[src/rtl/core/aob_pkg.sv]
// Shared types, constants and the sine table generator for the oscillator bank.
// No dependencies; every module of the bank but the checker aob_chk imports this package.
`default_nettype none
package aob_pkg;

    localparam logic signed [31:0] AMP_TINY = 32'sd107;
    localparam longint unsigned HALF_PI_Q30 = 64'd1686629713;
    localparam longint unsigned ONE_Q30 = 64'd1 << 30;

    // Configuration register indexes
    localparam logic [1:0] CFG_RAMP_GAIN = 2'd0;
    localparam logic [1:0] CFG_RAMP_LENGTH = 2'd1;
    localparam logic [1:0] CFG_PHASE_PER_HZ = 2'd2;

    localparam logic OP_NOTE = 1'b0;
    localparam logic OP_TICK = 1'b1;

    typedef struct packed {
        logic               vld;   // real slot, clear on the ring bubble
        logic               act;   // slot advanced on this tick (head stage only)
        logic [15:0]        id;
        logic signed [31:0] fnow;
        logic signed [31:0] fstep;
        logic signed [23:0] fgoal;
        logic signed [31:0] anow;
        logic signed [31:0] astep;
        logic signed [15:0] agoal;
        logic [31:0]        phase;
        logic [15:0]        rleft;
    } t_slot;

    typedef enum logic [1:0] {
        HM_PASS,
        HM_TICK,
        HM_APPLY
    } t_hmode;

    typedef struct packed {
        logic               shift;
        t_hmode             mode;
        logic               hit;
        logic               match;
        logic [15:0]        id;
        logic signed [23:0] freq;
        logic signed [15:0] amp;
    } t_head_ctl;

    typedef struct packed {
        logic [24:0] gain;
        logic [15:0] rlen;
        logic [23:0] pph;
    } t_cfg;

    typedef struct packed {
        logic               vld;
        logic signed [31:0] amp;
        logic [31:0]        phase;
    } t_tap;

    typedef enum logic [2:0] {
        ST_IDLE,
        ST_SCAN,
        ST_APPLY,
        ST_TICK,
        ST_DRAIN,
        ST_EMIT
    } t_state;

    // One table entry, series evaluated in Q30 per quarter wave (elaboration only)
    function automatic logic signed [15:0] sine_entry(input int unsigned i,
                                                      input int unsigned tb);
        int unsigned       q;
        int unsigned       quad;
        int unsigned       j;
        longint unsigned   x;
        longint unsigned   x2;
        longint unsigned   t;
        longint unsigned   s;
        int                v;
        q = 32'd1 << (tb - 2);
        quad = (i >> (tb - 2)) & 32'd3;
        j = i & (q - 1);
        if ((quad & 32'd1) != 0) j = q - j;
        x = (64'(j) * HALF_PI_Q30) >> (tb - 2);
        x2 = (x * x) >> 30;
        t = ONE_Q30 - x2 / 110;
        t = ONE_Q30 - ((x2 * t) >> 30) / 72;
        t = ONE_Q30 - ((x2 * t) >> 30) / 42;
        t = ONE_Q30 - ((x2 * t) >> 30) / 20;
        t = ONE_Q30 - ((x2 * t) >> 30) / 6;
        s = (x * t) >> 30;
        v = int'((s + 64'd16384) >> 15);
        if (v > 32767) v = 32767;
        if (quad >= 2) v = -v;
        return 16'(v);
    endfunction

endpackage
`default_nettype wire

[src/rtl/core/aob_cell.sv]
// One storage cell of the slot ring: holds one slot and hands it on when the ring shifts.
// Depends on aob_pkg.
`default_nettype none
module aob_cell
    import aob_pkg::*;
(
    input  wire logic  i_clk,
    input  wire logic  i_rst_n,
    input  wire logic  i_shift,
    input  wire t_slot i_slot,
    output t_slot      o_slot
);

    t_slot r_slot;

    always_ff @(posedge i_clk) begin
        if (!i_rst_n) begin
            r_slot <= '{vld: 1'b1, default: '0};
        end else if (i_shift) begin
            r_slot <= i_slot;
        end
    end

    assign o_slot = r_slot;

endmodule
`default_nettype wire

[config.mk]
export PLATFORM = sky130hd
export DESIGN_NAME = aob_cell
export DESIGN_NICKNAME = d
export VERILOG_FILES = /design/src/rtl/core/aob_pkg.sv /design/src/rtl/core/aob_cell.sv
export SDC_FILE = /design/constraint.sdc
export NUM_CORES = 1
export LEC_CHECK = 0
export BUFFER_PORTS_ARGS = -buffer_cell sky130_fd_sc_hd__buf_2
export CAP_MARGIN = 30
export CORE_AREA = 2 2 184 186
export CTS_CLUSTER_DIAMETER = 30
export CTS_CLUSTER_SIZE = 25
export DETAILED_ROUTE_END_ITERATION = 10
export DIE_AREA = 0 0 186 188
export GPL_TIMING_DRIVEN = 0
export PLACE_DENSITY = 0.65
export SKIP_LAST_GASP = 1
export SYNTH_ARGS = -nofsm -noshare
export SYNTH_HDL_FRONTEND = slang
export SYNTH_SLANG_ARGS = --single-unit
[constraint.sdc]
create_clock -name i_clk -period 0.9 [get_ports i_clk]
set_clock_uncertainty 0.15 [all_clocks]
set_input_delay 0 -clock i_clk [delete_from_list [all_inputs] [get_ports i_clk]]
set_output_delay 0 -clock i_clk [all_outputs]
set_load 0.05 [all_outputs]
==> run_summary.xml <==
<?xml version="1.0" encoding="UTF-8"?>
<metrics>
  <group name="timing">
    <metric name="rsz0062_at_grt" unit="">yes</metric>
    <metric name="hold_slack" unit="ps">-165</metric>
    <metric name="timing.max_slew.rel_slack" unit="">0.496</metric>
    <metric name="fin_crit_sh" unit="">1.37</metric>
    <metric name="report.final.hold_viol_count" unit="">83</metric>
    <metric name="max_slew.worst_pin.slew" unit="ps">756</metric>
    <metric name="worst_slack" unit="ps">-329</metric>
    <metric name="layout_min_cycle_time" unit="ps">1230</metric>
    <metric name="final-setup-viol-count" unit="">256</metric>
    <metric name="fmax" unit="MHz">813</metric>
    <metric name="final-max-slew-violation-count" unit="">0</metric>
  </group>
  <group name="run_status">
    <metric name="failed_checks" unit="">hold timing, setup timing</metric>
    <metric name="status" unit="">complete, but fails checks</metric>
  </group>
  <group name="power_and_ir_drop">
    <metric name="peakVddDrop" unit="V">0.00269</metric>
    <metric name="power.static_leakage" unit="nW">8.73</metric>
    <metric name="power-per-cell-area" unit="nW/um2">2060</metric>
  </group>
  <group name="routing">
    <metric name="wl_per_cell" unit="um">18.7</metric>
    <metric name="routed_via_density" unit="">4.31</metric>
    <metric name="routed_wl" unit="mm">38.1</metric>
    <metric name="first_iter_violations" unit="">226</metric>
    <metric name="route.detailed.drc" unit="">0</metric>
    <metric name="dr_total_vias" unit="">8799</metric>
    <metric name="firstDrtPassIters" unit="">4</metric>
    <metric name="antenna_violating_nets_post_route" unit="">0</metric>
  </group>
  <group name="worst_setup_path">
    <metric name="worst_setup_path_end_kind" unit="">output pin</metric>
    <metric name="r2r_setup_slack" unit="ps">-130</metric>
    <metric name="timing.setup.critical_path_class" unit="">reg2out</metric>
    <metric name="crit_chain" unit="">buf_8</metric>
    <metric name="required" unit="ps">750</metric>
    <metric name="cp.buffers_inverters" unit="">1</metric>
    <metric name="critical-path-top-delay-family" unit="">flip-flops</metric>
    <metric name="cp.arrival" unit="ps">1080</metric>
    <metric name="critPathMaxStageDelay" unit="ps">370</metric>
    <metric name="start_kind" unit="">register</metric>
    <metric name="critical-path-slowest-cell" unit="">sky130_fd_sc_hd__dfxtp_4</metric>
    <metric name="cp_max_fo" unit="">2</metric>
  </group>
  <group name="final_layout">
    <metric name="num-nets-final" unit="">1786</metric>
    <metric name="post-route-cell-area" unit="um2">19000</metric>
    <metric name="largest_register_ff_count" unit="">234</metric>
    <metric name="layout-drive-gt1-share" unit="">0.547</metric>
    <metric name="flow.area_growth_from_synthesis" unit="%">115</metric>
  </group>
  <group name="global_route">
    <metric name="grt_use_total" unit="">0.201</metric>
    <metric name="globalRouteOverflowTotal" unit="">0</metric>
    <metric name="via_count_of_the_first_global_routing_pass" unit="">9989</metric>
    <metric name="grt_start_max_net_pins" unit="">14</metric>
    <metric name="initial_antenna_violation_count" unit="">1</metric>
    <metric name="met2_usage" unit="">0.371</metric>
    <metric name="global_route.usage.met3" unit="">0.0573</metric>
    <metric name="grt_most_used_layer" unit="">met2</metric>
    <metric name="grt_use_met1" unit="">0.196</metric>
    <metric name="grt_first_pass_wirelength" unit="mm">54.1</metric>
  </group>
  <group name="synth">
    <metric name="dominantRegCellSynth" unit="">sky130_fd_sc_hd__dfxtp_1</metric>
    <metric name="asyncSetResetFlopFracSynth" unit="">0</metric>
    <metric name="synth.yosys.warnings" unit="">0</metric>
    <metric name="synthDominantCellAreaShare" unit="">0.529</metric>
    <metric name="ys_top_cells_by_area" unit="">sky130_fd_sc_hd__dfxtp_1, sky130_fd_sc_hd__mux2i_1, sky130_fd_sc_hd__nor2b_1, sky130_fd_sc_hd__buf_6, sky130_fd_sc_hd__clkbuf_1</metric>
    <metric name="ys_seq_area_frac" unit="">0.529</metric>
    <metric name="synth_area_leader_cell" unit="">sky130_fd_sc_hd__dfxtp_1</metric>
    <metric name="netlist_top_cells_count" unit="">sky130_fd_sc_hd__dfxtp_1, sky130_fd_sc_hd__mux2i_1, sky130_fd_sc_hd__nor2b_1</metric>
    <metric name="netlist_area" unit="um2">8850</metric>
    <metric name="synth_cell_types" unit="">8</metric>
    <metric name="syn_area_per_cell" unit="um2">11.7</metric>
    <metric name="synthCells" unit="">754</metric>
    <metric name="postSynthRegisterBits" unit="">234</metric>
    <metric name="synth_enable_flop_cells" unit="">0</metric>
    <metric name="mappedNetlistNets" unit="">991</metric>
  </group>
  <group name="floorplan">
    <metric name="boundaryPins" unit="">471</metric>
    <metric name="dieArea" unit="um2">35000</metric>
    <metric name="die_height" unit="um">188</metric>
    <metric name="die-width" unit="um">186</metric>
    <metric name="std_cell_rows" unit="">67</metric>
    <metric name="initial_utilization" unit="">0.267</metric>
    <metric name="design.core.area" unit="um2">33100</metric>
  </group>
  <group name="clocking">
    <metric name="cts_inserted_buffers" unit="">52</metric>
    <metric name="ctsHoldBuffers" unit="">234</metric>
    <metric name="cts_htree_levels" unit="">2</metric>
    <metric name="worstSkewPairLatency" unit="ps">560</metric>
    <metric name="cts.reportedPaths.clkPinSlew" unit="ps">50</metric>
    <metric name="cts_tree" unit="">done</metric>
    <metric name="cts-root-to-sink-buffers" unit="">3</metric>
    <metric name="clock_sink_count" unit="">234</metric>
    <metric name="cts.root.buffer_cell" unit="">sky130_fd_sc_hd__clkbuf_16</metric>
  </group>
  <group name="placement">
    <metric name="place_congestion" unit="">0.783</metric>
    <metric name="place_hpwl" unit="mm">20.6</metric>
    <metric name="dp_slack" unit="ps">-513</metric>
    <metric name="numPortBuffers" unit="">468</metric>
    <metric name="dpl_cell_area" unit="um2">12100</metric>
  </group>
  <group name="flow_run">
    <metric name="maxCapViolations" unit="">0</metric>
  </group>
  <group name="hold_path">
    <metric name="hold_path_class" unit="">in2reg</metric>
  </group>
</metrics>
==> logic make-up after synthesis <==
family / synth area share
buffers and inverters: 0.0409
DFF: 0.529
muxes: 0.265
and+or+nand+nor: 0.165
==> routing by layer <==
metal	up-vias	wire length, um	part of all wire
met1	4178	13300	0.35
met5	-	0	0
met3	123	2550	0.067
li1	4110	-	-
met4	0	1840	0.048
met2	388	20500	0.54
==> what timing repair did <==
action / in CTS / in global routing
buffers inserted: 7 / 32
setup endpoints to repair: 234 / 293
gates resized for setup: 643 / 86
hold endpoints to repair: 234 / 80
==> power breakdown <==
part	total [mW]	switching, mW	internal, mW
logic	7.56	3.90	3.66
registers	11.7	0.605	11.1
clock network	19.7	6.37	13.4
==> final cells by class <==
class                      instances  area (um2)
timing repair buffer             741        7320
buffer                            52         455
sequential                       234        5000
clock inverter                    32         398
antenna                            1        2.50
multi-input combinational        468        3820
clock buffer                      64        1440
tap                              448         561
fill                            2455       14100
==> per-stage QoR <==
step	utilization	power (mW)	TNS (ps)	std cells
floorplan	-	15.3	0	754
global placement	0.366	16.7	-76590	1670
detailed placement	0.366	16.8	-80840	1670
CTS	0.558	38.7	-77740	2007
global route	0.574	40.2	-81220	2040
finish	0.574	39.1	-71200	2040
==> worst reg2reg max path: cells and delay by family, from the launching register on <==
family,cells,cell delay (ps)
flops,1,330
buf+inv,1,130
simple gates,1,100
mux,1,200
==> path summary, 6_finish.rpt <==
| kind | cells past startpoint | end | start |
|---|---|---|---|
| hold reg to reg | 2 | o_slot[233] | o_slot[233] |
| setup reg to reg | 3 | o_slot[19] | o_slot[19] |
| hold / removal | 4 | o_slot[229] | i_shift |
| setup / recovery | 1 | o_slot[18] | o_slot[18] |
==> cell usage in the layout (no fill, tap or decap), drive strengths merged <==
master	count
dlygate4sd3	234
inv	7
dfxtp	234
buf	536
bufinv	7
nor2b	233
nand2	1
clkinv	14
clkbuf	87
diode	1
mux2i	234
clkinvlp	4
Note: power is estimated with default switching activity, not from simulation.
